`config.mk`:
```
export PLATFORM = sky130hd
export DESIGN_NAME = goertzel_tone_power_core
export DESIGN_NICKNAME = d
export VERILOG_FILES = /design/src/hw/rtl/gtp_pkg.sv /design/src/hw/rtl/gtp_front.sv /design/src/hw/rtl/gtp_queue.sv /design/src/hw/rtl/gtp_back.sv /design/src/hw/rtl/goertzel_tone_power_core.sv
export SDC_FILE = /design/constraint.sdc
export NUM_CORES = 2
export LEC_CHECK = 0
export ABC_CLOCK_PERIOD_IN_PS = 15300
export BUFFER_PORTS_ARGS = -buffer_cell sky130_fd_sc_hd__buf_2
export CORE_AREA = 2 2 264 461
export CTS_BUF_LIST = sky130_fd_sc_hd__clkbuf_8
export DETAILED_ROUTE_END_ITERATION = 10
export DIE_AREA = 0 0 266 463
export GPL_ROUTABILITY_DRIVEN = 0
export PLACE_DENSITY = 0.52
export SLEW_MARGIN = 25
export SYNTH_ARGS = -nofsm -noshare
export SYNTH_HDL_FRONTEND = slang
export SYNTH_SLANG_ARGS = --single-unit
```
`constraint.sdc`:
```
create_clock -name clk_i -period 15.3 [get_ports clk_i]
set_input_delay 1.53 -clock clk_i [delete_from_list [all_inputs] [get_ports clk_i]]
set_output_delay 1.53 -clock clk_i [all_outputs]
set_load 0.02 [all_outputs]
```
`src/hw/rtl/gtp_pkg.sv`:
```
// Shared types and constants for the Goertzel tone power core.
// Used by gtp_front, gtp_queue, gtp_back and goertzel_tone_power_core.
package gtp_pkg;

  // Configuration register indexes
  typedef enum logic [2:0] {
    CFG_TONE_COEFF    = 3'd0,
    CFG_WINDOW_FRAMES = 3'd1,
    CFG_FRAME_STEP    = 3'd2,
    CFG_CHANNEL_COUNT = 3'd3,
    CFG_BYTE_SAMPLES  = 3'd4
  } cfg_idx_e;

  localparam int unsigned CfgIdxW  = 3;
  localparam int unsigned CfgDataW = 16;

  // Configuration register file contents
  typedef struct packed {
    logic signed [15:0] tone_coeff;
    logic [6:0]         window_frames;
    logic [1:0]         frame_step;
    logic [1:0]         channel_count;
    logic               byte_samples;
  } cfg_t;

  // Scaled sample width: both 8-bit and 16-bit modes land in 10 signed bits
  localparam int unsigned XW = 10;

  // Word passed from front to back
  typedef struct packed {
    logic                 take;  // sample enters the recurrence
    logic                 last;  // window closes after this item
    logic signed [XW-1:0] x;     // scaled sample
  } q_entry_t;

  // Queue between front and back
  localparam int unsigned QPtrW      = 2;
  localparam int unsigned QueueDepth = 1 << QPtrW;

  // Divide a small count by 1, 2 or 3 (zero acts as 1); exact below 1024
  function automatic logic [9:0] div_small(logic [9:0] v, logic [1:0] n);
    logic [19:0] p;
    p = 20'(v) * 20'd683;
    case (n)
      2'd2:    return {1'b0, v[9:1]};
      2'd3:    return {1'b0, p[19:11]};
      default: return v;
    endcase
  endfunction

endpackage

```
`src/hw/rtl/gtp_front.sv`:
```
// Front end: accepts samples, tracks the window position and classifies items.
// Depends on gtp_pkg; feeds gtp_queue.
module gtp_front #(
  parameter int unsigned MAX_WINDOW = 64
) (
  input  logic              clk_i,
  input  logic              rst_ni,
  input  logic              push,
  input  logic signed [15:0] sample_i,
  input  gtp_pkg::cfg_t     cfg_i,
  input  logic              q_full_i,
  output logic              q_wr_o,
  output gtp_pkg::q_entry_t q_entry_o
);

  localparam int unsigned WfCap  = (MAX_WINDOW < 127) ? MAX_WINDOW : 127;
  localparam int unsigned CntW   = $clog2(WfCap * 3 + 1);
  localparam int unsigned CntW1  = CntW + 1;

  logic [CntW-1:0]  cnt_q, cnt_d;
  logic [CntW1-1:0] total, cnt_nxt;
  logic [1:0]       cc_eff, fs_eff;
  logic [6:0]       wf_eff, wf_cap;
  logic [9:0]       cnt_ext, frame, frame_grp, chan_rem, frame_rem;
  logic             take, last, accept;

  // Zero counts act as one; clamp the window length
  assign cc_eff = (cfg_i.channel_count == 2'd0) ? 2'd1 : cfg_i.channel_count;
  assign fs_eff = (cfg_i.frame_step == 2'd0) ? 2'd1 : cfg_i.frame_step;
  assign wf_eff = (cfg_i.window_frames == 7'd0) ? 7'd1 : cfg_i.window_frames;
  assign wf_cap = (32'(wf_eff) > MAX_WINDOW) ? 7'(MAX_WINDOW) : wf_eff;
  assign total  = CntW1'(wf_cap) * CntW1'(cc_eff);

  // Split the window position into channel and frame
  assign cnt_ext   = 10'(cnt_q);
  assign frame     = gtp_pkg::div_small(cnt_ext, cc_eff);
  assign chan_rem  = cnt_ext - 10'(frame * {8'd0, cc_eff});
  assign frame_grp = gtp_pkg::div_small(frame, fs_eff);
  assign frame_rem = frame - 10'(frame_grp * {8'd0, fs_eff});

  assign take    = (chan_rem == 10'd0) && (frame_rem == 10'd0);
  assign cnt_nxt = CntW1'(cnt_q) + CntW1'(1);
  assign last    = (cnt_nxt >= total);
  assign accept  = push && !q_full_i;

  // Forward only items that change state or close the window
  assign q_wr_o         = accept && (take || last);
  assign q_entry_o.take = take;
  assign q_entry_o.last = last;
  assign q_entry_o.x    = cfg_i.byte_samples ? {sample_i[7:0], 2'b00} : sample_i[15:6];

  // Advance the window position
  always_comb begin
    cnt_d = cnt_q;
    if (accept) begin
      cnt_d = last ? '0 : cnt_nxt[CntW-1:0];
    end
  end

  always_ff @(posedge clk_i or negedge rst_ni) begin
    if (!rst_ni) begin
      cnt_q <= '0;
    end else begin
      cnt_q <= cnt_d;
    end
  end

endmodule

```
`src/hw/rtl/gtp_queue.sv`:
```
// Short first-in first-out queue of classified words between front and back.
// Depends on gtp_pkg for the word type and depth.
module gtp_queue (
  input  logic              clk_i,
  input  logic              rst_ni,
  input  logic              wr_i,
  input  gtp_pkg::q_entry_t wr_data_i,
  output logic              full_o,
  input  logic              rd_i,
  output gtp_pkg::q_entry_t rd_data_o,
  output logic              empty_o
);

  gtp_pkg::q_entry_t             mem_q [gtp_pkg::QueueDepth];
  logic [gtp_pkg::QPtrW-1:0]     wr_ptr_q, rd_ptr_q;
  logic [gtp_pkg::QPtrW:0]       cnt_q;
  logic                          do_wr, do_rd;

  assign full_o    = (cnt_q == (gtp_pkg::QPtrW + 1)'(gtp_pkg::QueueDepth));
  assign empty_o   = (cnt_q == '0);
  assign do_wr     = wr_i && !full_o;
  assign do_rd     = rd_i && !empty_o;
  assign rd_data_o = mem_q[rd_ptr_q];

  // Store the incoming word
  always_ff @(posedge clk_i) begin
    if (do_wr) begin
      mem_q[wr_ptr_q] <= wr_data_i;
    end
  end

  // Advance pointers and fill count
  always_ff @(posedge clk_i or negedge rst_ni) begin
    if (!rst_ni) begin
      wr_ptr_q <= '0;
      rd_ptr_q <= '0;
      cnt_q    <= '0;
    end else begin
      if (do_wr) begin
        wr_ptr_q <= wr_ptr_q + 1'b1;
      end
      if (do_rd) begin
        rd_ptr_q <= rd_ptr_q + 1'b1;
      end
      if (do_wr && !do_rd) begin
        cnt_q <= cnt_q + 1'b1;
      end else if (do_rd && !do_wr) begin
        cnt_q <= cnt_q - 1'b1;
      end
    end
  end

endmodule

```
`src/hw/rtl/gtp_back.sv`:
```
// Back end: Goertzel recurrence and window power on one shared multiplier,
// plus the one-word result register. Depends on gtp_pkg; reads gtp_queue.
module gtp_back (
  input  logic               clk_i,
  input  logic               rst_ni,
  input  logic signed [15:0] coeff_i,
  input  logic               q_empty_i,
  input  gtp_pkg::q_entry_t  q_entry_i,
  output logic               q_rd_o,
  input  logic               pop,
  output logic               empty,
  output logic signed [31:0] power_o
);

  typedef enum logic [7:0] {
    ST_IDLE    = 8'b0000_0001,
    ST_MUL     = 8'b0000_0010,
    ST_UPD     = 8'b0000_0100,
    ST_MUL_END = 8'b0000_1000,
    ST_SQ2     = 8'b0001_0000,
    ST_SQ1     = 8'b0010_0000,
    ST_CROSS   = 8'b0100_0000,
    ST_FIN     = 8'b1000_0000
  } back_state_e;

  back_state_e        state_q, state_d;
  gtp_pkg::q_entry_t  ent_q;
  logic signed [31:0] z1_q, z1_d, z2_q, z2_d;
  logic signed [31:0] prod_q, t_q, acc_q, power_q;
  logic signed [31:0] mul_a, mul_b, coeff_ext, x_ext;
  logic               out_valid_q, out_valid_d;
  logic               ld_ent, ld_out;

  assign coeff_ext = {{16{coeff_i[15]}}, coeff_i};
  assign x_ext     = {{(32 - gtp_pkg::XW){ent_q.x[gtp_pkg::XW-1]}}, ent_q.x};
  assign empty     = !out_valid_q;
  assign power_o   = power_q;

  // Sequence the recurrence step and the window power
  always_comb begin
    state_d     = state_q;
    q_rd_o      = 1'b0;
    ld_ent      = 1'b0;
    ld_out      = 1'b0;
    z1_d        = z1_q;
    z2_d        = z2_q;
    out_valid_d = out_valid_q;
    mul_a       = z1_q;
    mul_b       = z1_q;
    if (pop && out_valid_q) begin
      out_valid_d = 1'b0;
    end
    case (state_q)
      ST_IDLE: begin
        if (!q_empty_i) begin
          q_rd_o  = 1'b1;
          ld_ent  = 1'b1;
          state_d = q_entry_i.take ? ST_MUL : ST_MUL_END;
        end
      end
      ST_MUL: begin
        mul_a   = coeff_ext;
        state_d = ST_UPD;
      end
      ST_UPD: begin
        z1_d    = x_ext + (prod_q >>> 14) - z2_q;
        z2_d    = z1_q;
        state_d = ent_q.last ? ST_MUL_END : ST_IDLE;
      end
      ST_MUL_END: begin
        mul_a   = coeff_ext;
        state_d = ST_SQ2;
      end
      ST_SQ2: begin
        mul_a   = z2_q;
        mul_b   = z2_q;
        state_d = ST_SQ1;
      end
      ST_SQ1: begin
        state_d = ST_CROSS;
      end
      ST_CROSS: begin
        mul_a   = t_q;
        mul_b   = z2_q;
        state_d = ST_FIN;
      end
      ST_FIN: begin
        if (!out_valid_q || pop) begin
          ld_out      = 1'b1;
          out_valid_d = 1'b1;
          z1_d        = '0;
          z2_d        = '0;
          state_d     = ST_IDLE;
        end
      end
      default: state_d = ST_IDLE;
    endcase
  end

  // Control state and recurrence values
  always_ff @(posedge clk_i or negedge rst_ni) begin
    if (!rst_ni) begin
      state_q     <= ST_IDLE;
      z1_q        <= '0;
      z2_q        <= '0;
      out_valid_q <= 1'b0;
    end else begin
      state_q     <= state_d;
      z1_q        <= z1_d;
      z2_q        <= z2_d;
      out_valid_q <= out_valid_d;
    end
  end

  // Datapath registers: product, coefficient term, sum, result
  always_ff @(posedge clk_i) begin
    if (ld_ent) begin
      ent_q <= q_entry_i;
    end
    if (state_q != ST_FIN) begin
      prod_q <= mul_a * mul_b;
    end
    if (state_q == ST_SQ2) begin
      t_q <= prod_q >>> 14;
    end
    if (state_q == ST_SQ1) begin
      acc_q <= prod_q;
    end else if (state_q == ST_CROSS) begin
      acc_q <= acc_q + prod_q;
    end
    if (ld_out) begin
      power_q <= (acc_q - prod_q) >>> 5;
    end
  end

  // A pending result holds the window close until it is taken
  a_fin_holds: assert property (@(posedge clk_i) disable iff (!rst_ni)
    (state_q == ST_FIN && out_valid_q && !pop) |=> (state_q == ST_FIN))
    else $error("window close did not wait for result slot");

  // Closing a window publishes a result and clears the recurrence
  a_fin_clears: assert property (@(posedge clk_i) disable iff (!rst_ni)
    (state_q == ST_FIN && (!out_valid_q || pop))
      |=> (out_valid_q && z1_q == '0 && z2_q == '0))
    else $error("window close left stale state");

  // The recurrence moves only on an update step or a window close
  a_z1_hold: assert property (@(posedge clk_i) disable iff (!rst_ni)
    (state_q != ST_UPD && state_q != ST_FIN) |=> $stable(z1_q))
    else $error("recurrence changed outside update");

  // An update step always follows its coefficient product
  a_upd_order: assert property (@(posedge clk_i) disable iff (!rst_ni)
    (state_q == ST_MUL) |=> (state_q == ST_UPD))
    else $error("update step out of order");

endmodule

```
`src/hw/rtl/goertzel_tone_power_core.sv`:
```
// Goertzel tone power core on one shared 32x32 multiplier. Skipped samples are
// taken at one per cycle while the queue is not full. A recurrence sample gets
// a coefficient product and update; a closing window adds coefficient product,
// the squares, cross term and result load. Reset (rst_ni low, asynchronous)
// restores configuration defaults, clears window position, queue, recurrence and
// result flag. Depends on gtp_pkg, gtp_front, gtp_queue, gtp_back.
module goertzel_tone_power_core #(
  parameter int unsigned MAX_WINDOW = 64
) (
  input  logic                          clk_i,
  input  logic                          rst_ni,
  // sample side
  input  logic                          push,
  output logic                          full,
  input  logic signed [15:0]            sample_i,
  // result side
  output logic                          empty,
  input  logic                          pop,
  output logic signed [31:0]            power_o,
  // configuration write channel
  input  logic                          cfg_valid_i,
  output logic                          cfg_ready_o,
  input  logic [gtp_pkg::CfgIdxW-1:0]   cfg_index_i,
  input  logic [gtp_pkg::CfgDataW-1:0]  cfg_data_i
);

  gtp_pkg::cfg_t     cfg_q;
  gtp_pkg::q_entry_t wr_entry, rd_entry;
  logic              q_wr, q_rd, q_full, q_empty;

  assign cfg_ready_o = 1'b1;
  assign full        = q_full;

  // Write configuration registers
  always_ff @(posedge clk_i or negedge rst_ni) begin
    if (!rst_ni) begin
      cfg_q.tone_coeff    <= '0;
      cfg_q.window_frames <= 7'd20;
      cfg_q.frame_step    <= 2'd1;
      cfg_q.channel_count <= 2'd1;
      cfg_q.byte_samples  <= 1'b0;
    end else if (cfg_valid_i && cfg_ready_o) begin
      case (cfg_index_i)
        gtp_pkg::CFG_TONE_COEFF:    cfg_q.tone_coeff    <= cfg_data_i;
        gtp_pkg::CFG_WINDOW_FRAMES: cfg_q.window_frames <= cfg_data_i[6:0];
        gtp_pkg::CFG_FRAME_STEP:    cfg_q.frame_step    <= cfg_data_i[1:0];
        gtp_pkg::CFG_CHANNEL_COUNT: cfg_q.channel_count <= cfg_data_i[1:0];
        gtp_pkg::CFG_BYTE_SAMPLES:  cfg_q.byte_samples  <= cfg_data_i[0];
        default: ;
      endcase
    end
  end

  gtp_front #(
    .MAX_WINDOW (MAX_WINDOW)
  ) u_front (
    .clk_i     (clk_i),
    .rst_ni    (rst_ni),
    .push      (push),
    .sample_i  (sample_i),
    .cfg_i     (cfg_q),
    .q_full_i  (q_full),
    .q_wr_o    (q_wr),
    .q_entry_o (wr_entry)
  );

  gtp_queue u_queue (
    .clk_i     (clk_i),
    .rst_ni    (rst_ni),
    .wr_i      (q_wr),
    .wr_data_i (wr_entry),
    .full_o    (q_full),
    .rd_i      (q_rd),
    .rd_data_o (rd_entry),
    .empty_o   (q_empty)
  );

  gtp_back u_back (
    .clk_i     (clk_i),
    .rst_ni    (rst_ni),
    .coeff_i   (cfg_q.tone_coeff),
    .q_empty_i (q_empty),
    .q_entry_i (rd_entry),
    .q_rd_o    (q_rd),
    .pop       (pop),
    .empty     (empty),
    .power_o   (power_o)
  );

endmodule
```
== Word level (Yosys, flattened, before mapping) ==
Memories as Yosys holds them, arrays and structs flattened.
Cells that the tools add are included.

* Logic and storage cells: 124
* Bits in writable memories: 48
* Bits in registers: 236
* Output and inout port bits: 35
* Input bits: 40
* Memories kept: 1

* Add/sub/neg operators: 11
* Equal/unequal tests: 20
* Multiplexer cells: 31
* Magnitude comparators: 2
* Multiply operators: 6
* Reduce and logical (&&, ||, !) cells: 34

{| class="wikitable"
|+ Memories
! memory !! depth !! width !! read ports !! clocked after memory_dff !! write ports !! RTL line !! source
|-
| u_queue.mem_q || 4 || 12 || 1 || 0 || 1 || gtp_queue.sv:14 || <nowiki>gtp_pkg::q_entry_t mem_q [gtp_pkg::QueueDepth];</nowiki>
|}

{| class="wikitable"
|+ Operators with widths
! operator !! number
|-
| $mux 32 || 4
|-
| $pmux 32 s2 || 2
|-
| $pmux 32 s3 || 1
|-
| $pmux 8 s8 || 1
|-
| $sub 32x32->32 || 2
|-
| $pmux 9 s2 || 2
|-
| $add 32x32->32 || 1
|-
| $mul 32x32->32 || 1
|-
| $mux 8 || 3
|-
| $logic_not 10->1 || 2
|-
| $mul 9x2->10 || 2
|-
| $add 10x18->19 || 1
|-
| $mul 9x10->19 const B || 1
|-
| $mul 8x10->18 const B || 1
|-
| $mux 7 || 2
|-
| $reduce_and 2->1 || 7
|-
| $mux 10 || 1
|-
| $sub 8x10->10 || 1
|-
| $sub 9x10->10 || 1
|-
| $add 8x1->9 const B || 1
|-
| $ge 9x9->1 || 1
|-
| $mul 7x2->9 || 1
|-
| $mux 1 || 9
|-
| $eq 2x2->1 const B || 4
|-
| 29 further kinds || 52
|}

== Longest topological paths before layout ==
* Depth in word-level cells: 17
* Gate-level depth with buffers: 58
* Depth with buffers taken out: 58

== Modules after synthesis ==
A second synthesis with hierarchy kept.

* Cells, all modules: 3948
* Area, all modules: 37095.6 um2

{| class="wikitable"
|+ By module, submodules not included
! module !! instances !! cells each !! sequential area each (um2) !! area an instance (um2)
|-
| gtp_back || 1 || 3158 || 5431.5 || 28596.2
|-
| gtp_front || 1 || 626 || 200.2 || 5218.8
|-
| gtp_queue || 1 || 99 || 1616.6 || 2164.6
|-
| goertzel_tone_power_core || 1 || 65 || 705.7 || 1116.1
|}

== Least setup slack after synthesis ==
No wires, ideal clock.

* Path type: reg-to-reg
* Start: reg u_front.cnt_q[2]
* End: reg u_queue.cnt_q[2] (netlist name)
* Cell stages (with the launch flop): 58
* Buffers on the path: 0
* Clock period less this slack: 12.290 ns
* Slack: 3.010 ns
* Setup time: 0.079 ns
* Arrival time: 12.211 ns
* Data required time: 15.221 ns
* Cell sequence: dfrtp_1 ha_1 inv_1 fa_1 fa_1 inv_1 fa_1 ha_1 nor3_1 o21ai_1 o211a_1 o21a_1 o21a_1 o31a_1 o21ai_0 nor2b_1 xnor2_1 mux2i_1 [... 22 more ...] inv_1 ha_1 and3_1 a2111oi_0 o2111ai_1 nor4_1 nand4_1 nor3_1 nand2_1 or4b_1 o21bai_1 and2_1 ha_1 inv_1 fa_1 xor2_1 nor2_1 xor2_1

* Word-level cells in the longest chain between the ends: 14
* Elaborated cells between the ends (all ways): 21
* Classes of those cells: add/sub: 3; mul: 4; order compare: 1; mux: 3; reduce/logical: 10

{| class="wikitable"
|+ Ends and longest elaborated chain
! what !! RTL line !! source
|-
| start, declared || gtp_front.sv:20 || <nowiki>logic [CntW-1:0] cnt_q, cnt_d;</nowiki>
|-
| start signal, assigned || gtp_front.sv:64 || <nowiki>cnt_q <= cnt_d;</nowiki>
|-
| $mul 8x10->18 || gtp_pkg.sv:43 || <nowiki>p = 20'(v) * 20'd683;</nowiki>
|-
| $pmux 9 s2 || gtp_pkg.sv:44 || <nowiki>case (n)</nowiki>
|-
| $mul 9x10->19 || gtp_pkg.sv:43 ||
|-
| $pmux 9 s2 || gtp_pkg.sv:44 ||
|-
| $mul 9x2->10 || gtp_front.sv:39 || <nowiki>assign frame_rem = frame - 10'(frame_grp * {8'd0, fs_eff});</nowiki>
|-
| $sub 9x10->10 || gtp_front.sv:39 ||
|-
| $logic_not 10->1 || gtp_front.sv:41 || <nowiki>assign take = (chan_rem == 10'd0) && (frame_rem == 10'd0);</nowiki>
|-
| $logic_and 1x1->1 || gtp_front.sv:41 ||
|-
| $logic_or 1x1->1 * || gtp_front.sv:47 || <nowiki>assign q_wr_o = accept && (take || last);</nowiki>
|-
| $logic_and 1x1->1 * || gtp_front.sv:47 ||
|-
| $logic_and 1x1->1 * || gtp_queue.sv:21 || <nowiki>assign do_wr = wr_i && !full_o;</nowiki>
|-
| net u_queue.do_wr || gtp_queue.sv:17 || <nowiki>logic do_wr, do_rd;</nowiki>
|-
| $logic_not 1->1 || gtp_queue.sv:47 || <nowiki>end else if (do_rd && !do_wr) begin</nowiki>
|-
| $logic_and 1x1->1 || gtp_queue.sv:47 ||
|-
| $reduce_bool 2->1 (no source line) || - ||
|-
| end signal, assigned || gtp_queue.sv:46 || <nowiki>cnt_q <= cnt_q + 1'b1;</nowiki>
|-
| end signal, assigned || gtp_queue.sv:48 || <nowiki>cnt_q <= cnt_q - 1'b1;</nowiki>
|-
| end, declared || gtp_queue.sv:16 || <nowiki>logic [gtp_pkg::QPtrW:0] cnt_q;</nowiki>
|}

The timed path passes the listed nets; every way through them passes the cells marked *.
A chain may end at the register's enable or synchronous reset.

== Final worst setup path ==
Same ends and word-level chain as after synthesis.

==> flow_metrics.tcl <==
set metrics [dict create \
    syn-mean-instance-area_um2 9.22 \
    cts_sinks 284 \
    fin_crit_ns 13.92 \
    slowest_delay_ns 0.63 \
    synth_flop_cell "edfxtp_1" \
    postSynthNetCount 4874 \
    cp.required_ns 15.85 \
    fin_area_um2 40200 \
    placed_area_um2 39200 \
    drc_errors 0 \
    fin_skew_ns 0.0779 \
    multi_input_area_um2 25700 \
    synth_common_cells "inv_1 (724), nand2_1 (509), fa_1 (458), ha_1 (387), nor2_1 (307)" \
    post-route-period-util_pct 90.9 \
    fmax_mhz 71.9 \
    synth-async-reset-ratio_pct 40.8 \
    startpoint_type "flop" \
    synth_top_family_by_area "adder cells" \
    ant_nets 0 \
    timing.rr.start "u_front.cnt_q[2]$_DFFE_PN0P_" \
    hold_depth 2 \
    routedWlPerCell_um 19.8 \
    muxShareOfSynthArea_pct 2.15 \
    syn_area_um2 36800 \
    fillers 12500 \
    synth_edf_count 168 \
    slew_headroom_pct 27.6 \
    status "finished, final reports clean" \
    core-area_um2 119000 \
    overflow 0 \
    ff_latch_area_um2 7950 \
    num_vias 27800 \
    critical_path_arrival_ns 14.47 \
    htree_num_levels 2 \
    root_buffer "clkbuf_8" \
    grt_antenna_before_repair 5 \
    ys_top_cells_by_area "fa_1 (25%), edfxtp_1 (14%), ha_1 (13%), dfrtp_1 (7.5%), inv_1 (7.4%)" \
    syn2layout_area_growth_pct 9.21 \
    tightest_slew_ns 1.09 \
    grt_max_degree 74 \
    via_per_inst 4.95 \
    worst-path-max-fanout 9 \
    synth_most_common_cell "inv_1" \
    dr.first_iter.drc_count 1396 \
    maxSlewViolCount 0 \
    setup.worst_path.end_class "flop" \
    die_width_um 266 \
    synth_fa_ha_area_share_pct 38.1 \
    worstSetupPathType "flop to flop" \
    ys_ff_latch 284 \
    ctsResizeCount 0 \
    grt_pass1_vias 29700 \
    ys_seq_area_share_pct 21.6 \
    synth_cell_types 89 \
    synth-simple-area-share_pct 12.9 \
    hold_start "u_back.z1_q[12]$_DFFE_PN0P_" \
    synth_compound_area_share_pct 11.0 \
    critPathLaunch "u_front.cnt_q[2]$_DFFE_PN0P_" \
    yosysTopAreaCellShare_pct 24.9 \
    synth-xor-area-share_pct 5.20 \
    dp_hpwl_um 90400 \
    clk_pin_slew_ns 0.07 \
    holdCritPathClass "flop to flop" \
    ys_warn_count 0 \
    dieHeight_um 463 \
    first_pass_iters 5 \
    grt_pass1_wl_um 172000 \
    holdPathEnd "u_back.z2_q[12]$_DFFE_PN0P_" \
    wl_um 111000 \
    numCtsBuffers 44 \
    timing.rr.end "u_queue.cnt_q[2]$_DFFE_PN0P_" \
    rrSetupSlack_ns 1.38 \
    nets 4923 \
    hold_viol 0 \
    maxCapViolations 0 \
    clock_path_buffers 3 \
    syn_inst 3989 \
    cts_hold_repair.buffers 0 \
    finalSetupViolations 0 \
    grt_setup_unrepaired "false" \
    worstSkewPairLatency_ns 0.67 \
    drive_gt1_share_pct 7.83 \
    cts_setup_buffers 0 \
    dieArea_um2 123000 \
    ios 75 \
    rows 168 \
    fin_setup_tns_ns 0 \
    io_buffers 73 \
    synth_top_area_cell "fa_1" \
    initial_core_util_pct 30.8 \
    reg2reg_depth 55 \
    cts_tree "built" \
    slowest_stage "a21boi_0" \
    grt_util_all_layers_pct 18.4 \
]
[cell type report]
type / count / share of cell area (%)
diodes: 6 / 0.0374
multi-input cells: 2834 / 63.9
flip-flops and latches: 284 / 19.8
inverters: 727 / 6.79
well taps: 1530 / 4.76
clock buffers: 50 / 1.71
clock inverters: 31 / 0.685
repair buffers: 147 / 2.36
[state kept, by name, summed over array words and instances, names as in the netlist, 3 cells and up]
register / flops
u_queue.mem_q: 48
u_back.acc_q: 32
u_back.prod_q: 32
u_back.z1_q: 32
u_back.z2_q: 32
cfg_q: 28
u_back.power_o: 27
u_back.t_q: 18
u_back.ent_q: 11
u_back.state_q: 8
u_front.cnt_q: 8
u_queue.cnt_q: 3
[routing by layer]
layer / up-vias / part of all wire (%) / global-route usage (%)
li1: 12900 / - / -
met1: 13900 / 35 / 18.8
met2: 646 / 54 / 35.1
met3: 273 / 3.1 / 1.38
met4: 0 / 7.8 / 12.3
met5: - / 0 / 0
[critical path: cells and delay by family, from the launching register on]
kind	cells	cell delay, ns
buf+inv	7	0.58
simple gates	14	2.68
compound gates	17	4.24
xor+xnor	3	0.40
fa+ha+maj	14	5.37
flops	1	0.50
[through the flow]
| stage | cells | hold slack, ns | util (%) | setup slack, ns |
|---|---|---|---|---|
| finish | 5609 | 0.497 | 33.7 | 1.38 |
| global route | 5606 | 0.525 | 33.6 | 0.490 |
| CTS | 5602 | 0.495 | 33.6 | 1.36 |
| detailed placement | 5521 | 0.489 | 32.8 | 1.44 |
| global placement | 5521 | 0.479 | 32.8 | 1.62 |
| floorplan | 3989 | 0.462 | - | 3.01 |
[worst max path at each step]
stage / to / slack, ns
5_1_grt: u_queue.cnt_q[2]$_DFFE_PN0P_ / 0.49
2_1_floorplan: u_queue.cnt_q[2]$_DFFE_PN0P_ / 3.01
3_5_place_dp: u_queue.cnt_q[2]$_DFFE_PN0P_ / 1.44
6_report: u_queue.cnt_q[2]$_DFFE_PN0P_ / 1.38
3_3_place_gp: u_queue.cnt_q[2]$_DFFE_PN0P_ / 1.62
4_1_cts: u_queue.cnt_q[2]$_DFFE_PN0P_ / 1.36
[logic make-up after synthesis]
family	after synthesis
compound gates	622
buf+inv	871
flops	284
xor+xnor	217
other cells	2
mux	59
simple gates	1089
fa+ha+maj	845
[cells in the final DEF, fill, tap and decap left out, types with 50 or more instances in the layout]
master,synthesis,routed
a21o_1,60,60
dfrtp_1,111,111
inv_1,724,739
fa_1,458,458
edfxtp_1,168,168
buf_2,6,72
xnor2_1,174,174
ha_1,387,387
nor2_1,307,307
o21ai_0,131,130
nand2_1,509,509
a21oi_1,155,153
clkbuf_8,0,50
buf_4,9,73
nand3_1,50,50
Power is not shown: default switching activity piles up to over one toggle a cycle in this logic, so the estimate is an artifact.
